[src/design/alpd_pkg.sv]
// ----------------------------------------------------------------------------
// alpd_pkg
// Shared types and constants for the adaptive light pulse detector.
// ----------------------------------------------------------------------------
package alpd_pkg;

    localparam int LEVEL_W  = 8;
    localparam int COUNT_W  = 16;
    localparam int SAMPLE_W = 11;
    localparam int TOL_W    = LEVEL_W - 3;

    localparam logic [LEVEL_W-1:0] LEVEL_TOP     = 8'd255;
    localparam logic [LEVEL_W-1:0] LEVEL_FLOOR   = 8'd0;
    localparam logic [LEVEL_W-1:0] MIN_SWING_RST = 8'd30;
    localparam logic [LEVEL_W:0]   DRIFT_MARGIN  = 9'd2;

    localparam logic [1:0] MODE_SAMPLE  = 2'd0;
    localparam logic [1:0] MODE_REPORT  = 2'd1;
    localparam logic [1:0] MODE_RESTART = 2'd2;

    localparam logic CFG_ENABLE    = 1'b0;
    localparam logic CFG_MIN_SWING = 1'b1;

    typedef enum logic [1:0] {
        PH_INITIAL = 2'd0,
        PH_LOW     = 2'd1,
        PH_HIGH    = 2'd2
    } alpd_phase_t;

    typedef struct packed {
        logic [1:0]          mode;
        logic [SAMPLE_W-1:0] sample;
    } alpd_in_t;

    typedef struct packed {
        logic               pulse;
        logic [COUNT_W-1:0] pulses;
        logic [LEVEL_W-1:0] track_min;
        logic [LEVEL_W-1:0] track_max;
        logic [1:0]         phase;
    } alpd_out_t;

    typedef struct packed {
        logic               enable;
        logic [LEVEL_W-1:0] min_swing;
    } alpd_cfg_t;

endpackage

[src/design/adaptive_light_pulse_detector.sv]
// ----------------------------------------------------------------------------
// adaptive_light_pulse_detector
// Light pulse detector with self-adjusting thresholds and a pulse counter.
// ----------------------------------------------------------------------------
// Takes one item per clock cycle while in_stall is low and gives one result
// item per input item. An item is captured in an input register, processed
// there by the tracking logic and loaded into a result register when that
// register is empty or being taken; the result is offered until taken.
// Throughput is set by the single tracking state update per cycle, made only
// when a result is loaded. Output stall reaches in_stall combinationally, and
// in_stall is never raised while the result register is empty. Configuration
// writes take effect on the next cycle.
module adaptive_light_pulse_detector (
    input  logic                          clk,
    input  logic                          rst_n,
    input  logic                          cfg_we,
    input  logic                          cfg_index,
    input  logic [alpd_pkg::LEVEL_W-1:0]  cfg_data,
    input  logic                          in_valid,
    output logic                          in_stall,
    input  alpd_pkg::alpd_in_t            in_item,
    output logic                          out_valid,
    input  logic                          out_stall,
    output alpd_pkg::alpd_out_t           out_item
);
    import alpd_pkg::*;

    alpd_cfg_t cfg;
    alpd_out_t result;

    logic      in_valid_reg, in_valid_next;
    alpd_in_t  in_item_reg;
    logic      out_valid_reg, out_valid_next;
    alpd_out_t out_item_reg;
    logic      in_take;
    logic      out_load;

    alpd_cfg u_cfg (
        .clk   (clk),
        .rst_n (rst_n),
        .we    (cfg_we),
        .index (cfg_index),
        .data  (cfg_data),
        .cfg   (cfg)
    );

    alpd_track u_track (
        .clk    (clk),
        .rst_n  (rst_n),
        .cfg    (cfg),
        .fire   (out_load),
        .item   (in_item_reg),
        .result (result)
    );

    assign out_load = in_valid_reg && (!out_valid_reg || !out_stall);
    assign in_stall = in_valid_reg && !out_load;
    assign in_take  = in_valid && !in_stall;

    always_comb
    begin
        in_valid_next  = in_take || (in_valid_reg && !out_load);
        out_valid_next = out_load || (out_valid_reg && out_stall);
    end

    always_ff @(posedge clk or negedge rst_n)
    begin
        if (!rst_n)
        begin
            in_valid_reg  <= 1'b0;
            out_valid_reg <= 1'b0;
        end
        else
        begin
            in_valid_reg  <= in_valid_next;
            out_valid_reg <= out_valid_next;
        end
    end

    always_ff @(posedge clk)
    begin
        if (in_take)
        begin
            in_item_reg <= in_item;
        end
        if (out_load)
        begin
            out_item_reg <= result;
        end
    end

    assign out_valid = out_valid_reg;
    assign out_item  = out_item_reg;

endmodule

[src/design/alpd_cfg.sv]
// ----------------------------------------------------------------------------
// alpd_cfg
// Configuration registers: enable and minimum swing.
// ----------------------------------------------------------------------------
module alpd_cfg (
    input  logic                     clk,
    input  logic                     rst_n,
    input  logic                     we,
    input  logic                     index,
    input  logic [alpd_pkg::LEVEL_W-1:0] data,
    output alpd_pkg::alpd_cfg_t      cfg
);
    import alpd_pkg::*;

    logic               enable_reg;
    logic               enable_next;
    logic [LEVEL_W-1:0] min_swing_reg;
    logic [LEVEL_W-1:0] min_swing_next;

    always_comb
    begin
        enable_next    = enable_reg;
        min_swing_next = min_swing_reg;
        if (we)
        begin
            unique case (index)
                CFG_ENABLE:    enable_next    = data[0];
                CFG_MIN_SWING: min_swing_next = data;
                default:       ;
            endcase
        end
    end

    always_ff @(posedge clk or negedge rst_n)
    begin
        if (!rst_n)
        begin
            enable_reg    <= 1'b0;
            min_swing_reg <= MIN_SWING_RST;
        end
        else
        begin
            enable_reg    <= enable_next;
            min_swing_reg <= min_swing_next;
        end
    end

    assign cfg.enable    = enable_reg;
    assign cfg.min_swing = min_swing_reg;

endmodule

[src/design/alpd_track.sv]
// ----------------------------------------------------------------------------
// alpd_track
// Level tracking state, phase machine and pulse counter; forms one result
// per item from the registered input item.
// ----------------------------------------------------------------------------
module alpd_track (
    input  logic                 clk,
    input  logic                 rst_n,
    input  alpd_pkg::alpd_cfg_t  cfg,
    input  logic                 fire,
    input  alpd_pkg::alpd_in_t   item,
    output alpd_pkg::alpd_out_t  result
);
    import alpd_pkg::*;

    logic [LEVEL_W-1:0] level_max_reg, level_max_next;
    logic [LEVEL_W-1:0] level_min_reg, level_min_next;
    logic [LEVEL_W-1:0] cycle_max_reg, cycle_max_next;
    logic [LEVEL_W-1:0] cycle_min_reg, cycle_min_next;
    alpd_phase_t        phase_reg, phase_next;
    logic [COUNT_W-1:0] total_reg, total_next;

    logic [LEVEL_W-1:0] v;
    logic [LEVEL_W-1:0] lmax_s, lmin_s, cmax_s, cmin_s;
    logic [LEVEL_W-1:0] span;
    logic [TOL_W-1:0]   tol;
    logic [LEVEL_W-1:0] hi_thr;
    logic [LEVEL_W:0]   lo_thr;
    logic               above, below, min_lift, max_drop;
    logic               pulse;
    logic [COUNT_W-1:0] count_out;

    // reduced reading, clamped to the 8-bit range
    assign v = item.sample[SAMPLE_W-1] ? LEVEL_TOP : item.sample[SAMPLE_W-2:2];

    assign lmax_s = (v > level_max_reg) ? v : level_max_reg;
    assign lmin_s = (v < level_min_reg) ? v : level_min_reg;
    assign cmax_s = (v > cycle_max_reg) ? v : cycle_max_reg;
    assign cmin_s = (v < cycle_min_reg) ? v : cycle_min_reg;

    // v lies between lmin_s and lmax_s, so the span is never negative
    assign span   = lmax_s - lmin_s;
    assign tol    = span[LEVEL_W-1:3];
    assign hi_thr = lmax_s - {3'b000, tol};
    assign lo_thr = {1'b0, lmin_s} + {3'b000, tol, 1'b0};

    assign above    = v > hi_thr;
    assign below    = {1'b0, v} < lo_thr;
    assign min_lift = {1'b0, cmin_s} > ({1'b0, lmin_s} + DRIFT_MARGIN);
    assign max_drop = ({1'b0, cmax_s} + DRIFT_MARGIN) < {1'b0, lmax_s};

    always_comb
    begin
        level_max_next = level_max_reg;
        level_min_next = level_min_reg;
        cycle_max_next = cycle_max_reg;
        cycle_min_next = cycle_min_reg;
        phase_next     = phase_reg;
        total_next     = total_reg;
        pulse          = 1'b0;
        count_out      = total_reg;

        unique case (item.mode)
            MODE_SAMPLE:
            begin
                if (cfg.enable)
                begin
                    level_max_next = lmax_s;
                    level_min_next = lmin_s;
                    cycle_max_next = cmax_s;
                    cycle_min_next = cmin_s;
                    if (phase_reg == PH_INITIAL && span > cfg.min_swing)
                    begin
                        phase_next = above ? PH_HIGH : PH_LOW;
                    end
                    unique case (phase_next)
                        PH_LOW:
                        begin
                            if (above)
                            begin
                                phase_next     = PH_HIGH;
                                total_next     = total_reg + 1'b1;
                                pulse          = 1'b1;
                                if (min_lift)
                                begin
                                    level_min_next = cmin_s;
                                end
                                cycle_min_next = LEVEL_TOP;
                            end
                        end
                        PH_HIGH:
                        begin
                            if (below)
                            begin
                                phase_next = PH_LOW;
                                if (max_drop)
                                begin
                                    level_max_next = cmax_s;
                                end
                                cycle_max_next = LEVEL_FLOOR;
                            end
                        end
                        default: ;
                    endcase
                end
                count_out = total_next;
            end
            MODE_REPORT:
            begin
                total_next = '0;
            end
            MODE_RESTART:
            begin
                level_max_next = LEVEL_FLOOR;
                level_min_next = LEVEL_TOP;
                cycle_max_next = LEVEL_FLOOR;
                cycle_min_next = LEVEL_TOP;
                phase_next     = PH_INITIAL;
            end
            default: ;
        endcase
    end

    always_ff @(posedge clk or negedge rst_n)
    begin
        if (!rst_n)
        begin
            level_max_reg <= LEVEL_FLOOR;
            level_min_reg <= LEVEL_TOP;
            cycle_max_reg <= LEVEL_FLOOR;
            cycle_min_reg <= LEVEL_TOP;
            phase_reg     <= PH_INITIAL;
            total_reg     <= '0;
        end
        else if (fire)
        begin
            level_max_reg <= level_max_next;
            level_min_reg <= level_min_next;
            cycle_max_reg <= cycle_max_next;
            cycle_min_reg <= cycle_min_next;
            phase_reg     <= phase_next;
            total_reg     <= total_next;
        end
    end

    assign result.pulse     = pulse;
    assign result.pulses    = count_out;
    assign result.track_min = level_min_next;
    assign result.track_max = level_max_next;
    assign result.phase     = phase_next;

endmodule

[config.mk]
export PLATFORM = sky130hd
export DESIGN_NAME = adaptive_light_pulse_detector
export DESIGN_NICKNAME = d
export VERILOG_FILES = /design/src/design/alpd_pkg.sv /design/src/design/adaptive_light_pulse_detector.sv /design/src/design/alpd_cfg.sv /design/src/design/alpd_track.sv
export SDC_FILE = /design/constraint.sdc
export NUM_CORES = 1
export LEC_CHECK = 0
export ABC_AREA = 1
export BUFFER_PORTS_ARGS = -buffer_cell sky130_fd_sc_hd__buf_2
export CORE_ASPECT_RATIO = 2
export CORE_UTILIZATION = 49
export DETAILED_ROUTE_END_ITERATION = 8
export GPL_TIMING_DRIVEN = 1
export PLACE_DENSITY = 0.7
export SLEW_MARGIN = 20
export SYNTH_ARGS = -nofsm -noshare
export SYNTH_HDL_FRONTEND = slang
export SYNTH_HIERARCHICAL = 1
export SYNTH_SLANG_ARGS = --single-unit
[constraint.sdc]
create_clock -name clk -period 7.8 [get_ports clk]
set_input_delay 1.56 -clock clk [delete_from_list [all_inputs] [get_ports clk]]
set_output_delay 1.56 -clock clk [all_outputs]
set_load 0.005 [all_outputs]
**After elaboration in Yosys (flattened, before gate mapping)**

Index checks and enable logic that the tools add are counted.

- Register bits: 109
- Bits of input ports: 27
- Word-level logic and storage cells: 97

- Add/subtract/negate cells: 6
- Order comparisons: 9
- Eq/ne operators: 5
- Mux-type cells: 38
- Bitwise operators: 1
- Reductions and logical operators: 21

Operators with widths:

| cell | number |
|---|---|
| 8-bit two-way mux | 19 |
| 16-bit two-way mux | 4 |
| 8-bit case mux with 2 select lines | 4 |
| 8-bit > comparator | 4 |
| 16-bit case mux with 2 select lines | 1 |
| 8-bit by 2-bit adder with 9-bit output (second input constant) | 2 |
| 16-bit by 1-bit adder with 16-bit output (second input constant) | 1 |
| 8-bit less-than comparator | 2 |
| 2-bit two-way mux | 7 |
| 8-bit by 6-bit adder with 9-bit output | 1 |
| 8-bit by 9-bit > comparator with 1-bit output | 1 |
| 8-bit by 9-bit less-than comparator with 1-bit output | 1 |
| 9-bit by 8-bit less-than comparator with 1-bit output | 1 |
| 2-bit case mux with 2 select lines | 2 |
| 8-bit by 5-bit subtractor with 8-bit output | 1 |
| 8-bit subtractor | 1 |
| 2-bit AND reduction | 3 |
| 3-bit AND reduction | 2 |
| 1-bit logical AND | 5 |
| 2-bit by 1-bit == test with 1-bit output (second input constant) | 2 |
| 2-bit == test (second input constant) | 2 |
| 1-bit zero test | 4 |
| 2-bit zero test | 2 |
| 2-bit nonzero test | 2 |
| 4 further kinds | 6 |

**Longest topological paths before layout**

Gate-level depths: netlist of the first run.

- Depth after elaboration: 14
- Mapped depth: 44

**By module**

The synthesis of the first run kept the hierarchy.

Modules (own cells, without submodules):

| module | times used | cells an instance | area an instance (µm²) |
|---|---|---|---|
| alpd_track | 1 | 927 | 6,219.7 |
| adaptive_light_pulse_detector | 1 | 60 | 1,536.5 |
| alpd_cfg | 1 | 42 | 377.9 |

**Worst setup path after synthesis of the first run**

OpenSTA, ideal clock, no wires.

- Path type: reg-to-reg
- From: register in_item_reg[10] (netlist name)
- To: register out_item_reg (netlist bit out_item[10]) (data pin)
- Library setup time: 258 ps
- Data arrival time: 6,241 ps
- Data required time: 7,542 ps
- Slack: 1,302 ps
- Cell stages (with the launch flop): 41
- Path buffers: 2
- Clock period less this slack: 6,498 ps
- Path through: edfxtp_1 buf_6 nor2_1 inv_1 ha_1 nand2_1 inv_1 nand2_1 nand2_1 nand2_1 nand2_1 nand2_1 clkbuf_1 o21ai_0 inv_1 fa_1 nand3b_1 and2_1 (+5 left out) nand2_1 a21oi_1 nand3_1 xor2_1 ha_1 nand2_1 nor2_1 nand2_1 nand3_1 nand2_1 inv_1 nand3_1 nor3_2 nand2_8 nand2_2 nand3_1 nand2_1 nand2_2

RTL lines:

| element | RTL line | text |
|---|---|---|
| start: declaration | adaptive_light_pulse_detector.sv:32 | `alpd_in_t in_item_reg;` |
| start signal: assignment | adaptive_light_pulse_detector.sv:84 | `in_item_reg <= in_item;` |
| end signal: assignment | adaptive_light_pulse_detector.sv:88 | `out_item_reg <= result;` |
| end: declaration | adaptive_light_pulse_detector.sv:34 | `alpd_out_t out_item_reg;` |

==> report_table.html, run 1 <==
<table>
<tr><th>Metric</th><th>Value</th></tr>
<tr><th colspan="2">Outcome</th></tr>
<tr><td>Status</td><td>complete, no violations</td></tr>
<tr><th colspan="2">Worst setup path</th></tr>
<tr><td>Cell repeated most along the worst path</td><td>nand2_1</td></tr>
<tr><td>Category of the critical setup timing path</td><td>reg2reg</td></tr>
<tr><td>Arrival time worst endpoint</td><td>7.27 ns</td></tr>
<tr><td>Buffers and inverters on the worst path</td><td>6</td></tr>
<tr><td>Longest individual stage delay on the worst path</td><td>0.56 ns</td></tr>
<tr><td>Largest fanout of any net on the critical path</td><td>10</td></tr>
<tr><td>Data required time of the worst path</td><td>8.00 ns</td></tr>
<tr><td>Launching element type of the critical path</td><td>register</td></tr>
<tr><td>Cell at the slowest stage of the critical path</td><td>edfxtp_1</td></tr>
<tr><td>Crit path capture type</td><td>register</td></tr>
<tr><td>Cell family with most CP delay</td><td>simple AND/OR/NAND/NOR gates</td></tr>
<tr><th colspan="2">Layout</th></tr>
<tr><td>Max FFs per register</td><td>35</td></tr>
<tr><td>Final nets</td><td>1273</td></tr>
<tr><td>Area overhead of the layout relative to synthesis</td><td>16.4%</td></tr>
<tr><td>Post-route cell area</td><td>9400 um^2</td></tr>
<tr><td>Fraction of final layout cells with drive strength greater than 1</td><td>19.3%</td></tr>
<tr><td>Antenna diode count</td><td>0</td></tr>
<tr><td>Utilization of the core after routing</td><td>58.1%</td></tr>
<tr><th colspan="2">Synthesis</th></tr>
<tr><td>Post-Synthesis Cells</td><td>1027</td></tr>
<tr><td>Yosys warning count</td><td>6</td></tr>
<tr><td>Netlist area before placement</td><td>8070 um^2</td></tr>
<tr><td>Synth Area per Inst</td><td>7.86 um^2</td></tr>
<tr><td>Post-Syn Nets</td><td>1146</td></tr>
<tr><th colspan="2">Die</th></tr>
<tr><td>Area of the core region</td><td>16200 um^2</td></tr>
<tr><td>Vertical die dimension</td><td>184 um</td></tr>
<tr><td>Count of standard-cell rows</td><td>66</td></tr>
<tr><td>Starting density of the core</td><td>49.9%</td></tr>
<tr><td>Die area</td><td>17000 um^2</td></tr>
<tr><td>Die X-Extent</td><td>92.8 um</td></tr>
<tr><td>I/O pin count</td><td>64</td></tr>
<tr><th colspan="2">Place</th></tr>
<tr><td>Routability cong.</td><td>0.940</td></tr>
<tr><td>Count of buffers from port buffering</td><td>61</td></tr>
<tr><td>Setup slack at placement</td><td>0.790 ns</td></tr>
<tr><td>Total half-perimeter wirelength after legalization and detailed placement</td><td>18200 um</td></tr>
<tr><td>Post-detailed-placement cell area</td><td>9100 um^2</td></tr>
<tr><th colspan="2">Timing</th></tr>
<tr><td>Relative slew slack</td><td>30.4%</td></tr>
<tr><td>Setup WS post-layout</td><td>0.730 ns</td></tr>
<tr><td>Worst Clk Skew</td><td>0.0130 ns</td></tr>
<tr><td>Final Max Tran Viols</td><td>0</td></tr>
<tr><td>Tmin final</td><td>7.07 ns</td></tr>
<tr><td>Finish-stage setup viols</td><td>0</td></tr>
<tr><td>Fmax</td><td>141 MHz</td></tr>
<tr><td>Actual transition at the worst max-transition pin</td><td>1.04 ns</td></tr>
<tr><td>Final worst path period share</td><td>90.6%</td></tr>
<tr><td>Setup repair after global routing missed its margin</td><td>no</td></tr>
<tr><td>Number of endpoints with negative hold slack in the final report</td><td>0</td></tr>
<tr><td>Final setup TNS</td><td>0 ns</td></tr>
<tr><th colspan="2">Global route</th></tr>
<tr><td>Global-route wire length before repair</td><td>35900 um</td></tr>
<tr><td>Initial antenna violation count</td><td>0</td></tr>
<tr><td>Global routing usage summed across all routing layers</td><td>28.0%</td></tr>
<tr><td>Largest net degree at the start of global routing</td><td>62</td></tr>
<tr><td>Leftover overflow at the end of global routing</td><td>0</td></tr>
<tr><td>Number of global-route vias before repair</td><td>7348</td></tr>
<tr><th colspan="2">Routing</th></tr>
<tr><td>Total wirelength of the detailed-routed design</td><td>23100 um</td></tr>
<tr><td>Pre-Repair DR Iteration Count</td><td>5</td></tr>
<tr><td>Number of nets still failing antenna checks after routing</td><td>0</td></tr>
<tr><td>Per-cell via count in the routed design</td><td>5.40</td></tr>
<tr><td>Routed wire per std cell</td><td>16.9 um</td></tr>
<tr><td>First DRT Iteration DRCs</td><td>319</td></tr>
<tr><td>DRC violation count after routing</td><td>0</td></tr>
<tr><td>Vias</td><td>7361</td></tr>
<tr><th colspan="2">Hold path</th></tr>
<tr><td>Hold Path Class</td><td>reg2reg</td></tr>
<tr><th colspan="2">Run</th></tr>
<tr><td>Count of max-cap constraint violations</td><td>0</td></tr>
<tr><th colspan="2">Clock tree</th></tr>
<tr><td>Clock root cell</td><td>clkbuf_16</td></tr>
<tr><td>Clock transition at the register clock pins on the worst setup and hold paths after CTS</td><td>0.08 ns</td></tr>
<tr><td>Clock tree from TritonCTS</td><td>yes</td></tr>
<tr><td>Clock buffers created by TritonCTS</td><td>9</td></tr>
<tr><td>Post-CTS repair timing setup buffer count</td><td>0</td></tr>
<tr><td>Number of resized instances in the post-cts repair step</td><td>0</td></tr>
<tr><td>Maximum number of buffers from clock root to sink</td><td>2</td></tr>
<tr><td>H-tree depth</td><td>3</td></tr>
<tr><td>CTS Hold Buffers Added</td><td>0</td></tr>
<tr><td>TritonCTS Sinks</td><td>107</td></tr>
<tr><td>Insertion delay to the later sink of the worst-skew pair</td><td>0.36 ns</td></tr>
</table>
## per-layer routing
metal  wire, um  GRT usage, %  vias to the layer above
met5          0             0                        -
met4       2080          23.0                        0
li1           -             -                     3657
met2      12100          51.1                      153
met1       8150          27.4                     3459
met3        722          3.76                       92
## stage by stage
step,hold WS (ns),std cells
5_1_grt,0.482,1363
2_1_floorplan,0.442,1027
3_3_place_gp,0.456,1347
4_1_cts,0.465,1363
6_report,0.464,1363
3_5_place_dp,0.454,1347
## final cells by class
cell class / instances / area, um^2
fill: 1565 / 6790
tap: 204 / 255
clock buffer: 9 / 225
timing repair buffer: 140 / 898
sequential: 107 / 2930
clock inverter: 7 / 70.1
multi-input combinational: 740 / 4430
inverter: 156 / 586
## cells in the final DEF, fill, tap and decap left out, types with 5 or more instances in the layout
master / count
o21ai_0: 65
nor3_1: 11
ha_1: 89
nand2_2: 21
inv_2: 5
xnor2_1: 8
nor2_1: 47
buf_4: 79
clkbuf_16: 9
nand4_1: 10
o22ai_1: 20
a21oi_1: 73
dfstp_2: 20
xor2_1: 20
o21ai_1: 9
nand2_1: 240
buf_2: 61
nand3_1: 85
inv_1: 151
dfrtp_1: 41
edfxtp_1: 46
## worst reg2reg max path, delay by kind of cell (launching register included)
family,cells,cell delay (ns)
adder cells (fa/ha/maj),4,1.24
AND/OR/NAND/NOR,18,2.02
flip-flops,1,0.56
AO/OA/AOI/OAI,9,1.62
XOR/XNOR,2,0.41
buffers and inverters,6,1.07
## final timing paths
check	startpoint	end	slack (ns)	depth (start not counted)
min in group asynchronous	rst_n	u_track/cycle_max_reg[5]	1.37	2
worst min-delay path	u_cfg/min_swing_reg[1]	u_cfg/min_swing_reg[1]	0.46	2
worst max-delay path	in_item_reg[10]	out_item[7]	0.73	39
worst min register to register	u_cfg/min_swing_reg[1]	u_cfg/min_swing_reg[1]	0.46	2
max in group asynchronous	rst_n	u_cfg/min_swing_reg[5]	5.85	2
worst max register to register	in_item_reg[10]	out_item[7]	0.73	39
Power of run 1 is left out: the tool's default activity adds up to more than one toggle a clock period on the data nets, which glitch-free logic cannot reach.
==> run 2: changes to the inputs <==
--- a/config.mk
+++ b/config.mk
@@ -12,6 +12,7 @@
 export DETAILED_ROUTE_END_ITERATION = 8
 export GPL_TIMING_DRIVEN = 1
 export PLACE_DENSITY = 0.7
+export RECOVER_POWER = 25
 export SLEW_MARGIN = 20
 export SYNTH_ARGS = -nofsm -noshare
 export SYNTH_HDL_FRONTEND = slang
==> run 2 against run 1 <==
  * The flow now finishes with violations (capacitance limit, slew limit)
  * First-iteration DRC count grew 0.31%
  * Flip-flop and latch count did not move
  * Core utilization is 0.070 points lower
  * Largest cell class unchanged
==> report_table.html, run 2 (synthesized netlist as in run 1, its figures left out) <==
<table>
<tr><th>Metric</th><th>Value</th></tr>
<tr><th colspan="2">Clock tree</th></tr>
<tr><td>Clock buffers created by TritonCTS</td><td>9</td></tr>
<tr><td>Maximum number of buffers from clock root to sink</td><td>2</td></tr>
<tr><td>TritonCTS Sinks</td><td>107</td></tr>
<tr><td>Number of resized instances in the post-cts repair step</td><td>0</td></tr>
<tr><td>Clock tree from TritonCTS</td><td>yes</td></tr>
<tr><td>CTS Hold Buffers Added</td><td>0</td></tr>
<tr><td>Insertion delay to the later sink of the worst-skew pair</td><td>0.36 ns</td></tr>
<tr><td>Clock transition at the register clock pins on the worst setup and hold paths after CTS</td><td>0.08 ns</td></tr>
<tr><td>Post-CTS repair timing setup buffer count</td><td>0</td></tr>
<tr><td>Clock root cell</td><td>clkbuf_16</td></tr>
<tr><td>H-tree depth</td><td>3</td></tr>
<tr><th colspan="2">Global route</th></tr>
<tr><td>Initial antenna violation count</td><td>0</td></tr>
<tr><td>Global routing usage summed across all routing layers</td><td>28.0%</td></tr>
<tr><td>Leftover overflow at the end of global routing</td><td>0</td></tr>
<tr><td>Global-route wire length before repair</td><td>35900 um</td></tr>
<tr><td>Number of global-route vias before repair</td><td>7348</td></tr>
<tr><td>Largest net degree at the start of global routing</td><td>62</td></tr>
<tr><th colspan="2">Worst setup path</th></tr>
<tr><td>Crit path capture type</td><td>register</td></tr>
<tr><td>Category of the critical setup timing path</td><td>reg2reg</td></tr>
<tr><td>Cell repeated most along the worst path</td><td>nand2_1</td></tr>
<tr><td>Cell at the slowest stage of the critical path</td><td>edfxtp_1</td></tr>
<tr><td>Largest fanout of any net on the critical path</td><td>10</td></tr>
<tr><td>Data required time of the worst path</td><td>8.00 ns</td></tr>
<tr><td>Arrival time worst endpoint</td><td>7.26 ns</td></tr>
<tr><td>Cells on worst reg2reg path</td><td>39</td></tr>
<tr><td>Launching element type of the critical path</td><td>register</td></tr>
<tr><td>Longest individual stage delay on the worst path</td><td>0.56 ns</td></tr>
<tr><th colspan="2">Outcome</th></tr>
<tr><td>Failing checks</td><td>capacitance limit, slew limit</td></tr>
<tr><td>Status</td><td>complete, but fails checks</td></tr>
<tr><th colspan="2">Hold path</th></tr>
<tr><td>Count of cells along the worst hold path</td><td>2</td></tr>
<tr><td>Hold Path Class</td><td>reg2reg</td></tr>
<tr><th colspan="2">Timing</th></tr>
<tr><td>Fmax</td><td>142 MHz</td></tr>
<tr><td>Number of endpoints with negative hold slack in the final report</td><td>0</td></tr>
<tr><td>Setup repair after global routing missed its margin</td><td>no</td></tr>
<tr><td>Worst Clk Skew</td><td>0.0130 ns</td></tr>
<tr><td>Tmin final</td><td>7.06 ns</td></tr>
<tr><td>Final worst path period share</td><td>90.5%</td></tr>
<tr><td>Relative slew slack</td><td>-137%</td></tr>
<tr><td>Final setup TNS</td><td>0 ns</td></tr>
<tr><td>Final Max Tran Viols</td><td>62</td></tr>
<tr><td>Actual transition at the worst max-transition pin</td><td>3.56 ns</td></tr>
<tr><td>Finish-stage setup viols</td><td>0</td></tr>
<tr><th colspan="2">Die</th></tr>
<tr><td>Area of the core region</td><td>16200 um^2</td></tr>
<tr><td>Starting density of the core</td><td>49.9%</td></tr>
<tr><td>I/O pin count</td><td>64</td></tr>
<tr><td>Die area</td><td>17000 um^2</td></tr>
<tr><td>Count of standard-cell rows</td><td>66</td></tr>
<tr><td>Die X-Extent</td><td>92.8 um</td></tr>
<tr><td>Vertical die dimension</td><td>184 um</td></tr>
<tr><th colspan="2">Layout</th></tr>
<tr><td>Area of combinational cells with multiple inputs</td><td>4430 um^2</td></tr>
<tr><td>Fraction of final layout cells with drive strength greater than 1</td><td>19.0%</td></tr>
<tr><td>Antenna diode count</td><td>0</td></tr>
<tr><td>Area overhead of the layout relative to synthesis</td><td>16.3%</td></tr>
<tr><td>Area taken by flip-flops and latches</td><td>2930 um^2</td></tr>
<tr><td>Commonest cells after routing, fill and taps aside</td><td>nand2_1, inv_1, ha_1</td></tr>
<tr><td>Most common cell after layout, fill and taps aside</td><td>nand2_1</td></tr>
<tr><td>Fillers</td><td>1568</td></tr>
<tr><td>Final non-filler cell total</td><td>1363</td></tr>
<tr><td>Final nets</td><td>1273</td></tr>
<tr><td>Utilization of the core after routing</td><td>58.0%</td></tr>
<tr><td>Max FFs per register</td><td>35</td></tr>
<tr><td>Post-route cell area</td><td>9390 um^2</td></tr>
<tr><th colspan="2">Routing</th></tr>
<tr><td>Per-cell via count in the routed design</td><td>5.42</td></tr>
<tr><td>DRC violation count after routing</td><td>0</td></tr>
<tr><td>Routed wire per std cell</td><td>16.9 um</td></tr>
<tr><td>Total wirelength of the detailed-routed design</td><td>23100 um</td></tr>
<tr><td>Number of nets still failing antenna checks after routing</td><td>0</td></tr>
<tr><td>Vias</td><td>7393</td></tr>
<tr><td>First DRT Iteration DRCs</td><td>320</td></tr>
<tr><td>Pre-Repair DR Iteration Count</td><td>5</td></tr>
<tr><th colspan="2">Run</th></tr>
<tr><td>Count of max-cap constraint violations</td><td>1</td></tr>
<tr><th colspan="2">Place</th></tr>
<tr><td>Count of buffers from port buffering</td><td>61</td></tr>
<tr><td>Routability cong.</td><td>0.940</td></tr>
<tr><td>Total half-perimeter wirelength after legalization and detailed placement</td><td>18200 um</td></tr>
<tr><td>Cell Count Post-Placement</td><td>1347</td></tr>
<tr><td>Post-detailed-placement cell area</td><td>9100 um^2</td></tr>
</table>
## run 2: changes by cell type in the layout (fill, tap and decap cells not counted), sizes merged
cell | before | now
buf | 140 | 137
clkbuf | 9 | 12
## run 2: per-stage QoR
step / worst slack, ns / hold WS (ns)
final: 0.738 / 0.465
after global routing: 0.151 / 0.482
after floorplan: 1.30 / 0.442
after detailed placement: 0.790 / 0.454
after CTS: 0.772 / 0.465
after global placement: 0.814 / 0.456
## run 2: final timing paths
check | startpoint | endpoint | slack, ns
max in group asynchronous | rst_n | u_cfg/min_swing_reg[5] | 3.28
min in group asynchronous | rst_n | u_track/cycle_max_reg[5] | 2.49
max | in_item_reg[10] | out_item[7] | 0.74
min | u_cfg/min_swing_reg[1] | u_cfg/min_swing_reg[1] | 0.47
min reg2reg | u_cfg/min_swing_reg[1] | u_cfg/min_swing_reg[1] | 0.47
max reg2reg | in_item_reg[10] | out_item[7] | 0.74
## run 2: cell type report
cell class | count | share of cell area [%]
Timing Repair Buffer | 140 | 9.50
Inverter | 156 | 6.24
Multi-Input combinational cell | 740 | 47.2
Tap cell | 204 | 2.72
Clock inverter | 7 | 0.746
Clock buffer | 9 | 2.40
Sequential cell | 107 | 31.2
## run 2: routing by layer
| metal | wire, um | up-vias | GRT usage [%] |
|---|---|---|---|
| met5 | 0 | - | 0 |
| met4 | 2070 | 0 | 23.0 |
| met3 | 728 | 86 | 3.76 |
| met2 | 12100 | 169 | 51.1 |
| met1 | 8120 | 3478 | 27.4 |
| li1 | - | 3660 | - |
## run 2: critical path, delay by kind of cell, from the launching register on
kind                       cells  cell delay [ns]
and+or+nand+nor               18             2.02
adders and majority gates      4             1.24
xor gates and xnor gates       2             0.41
buffers and inverters          6             1.05
DFF                            1             0.56
AOI/OAI and AO/OA              9             1.62
Power of run 2 is left out for the same reason.
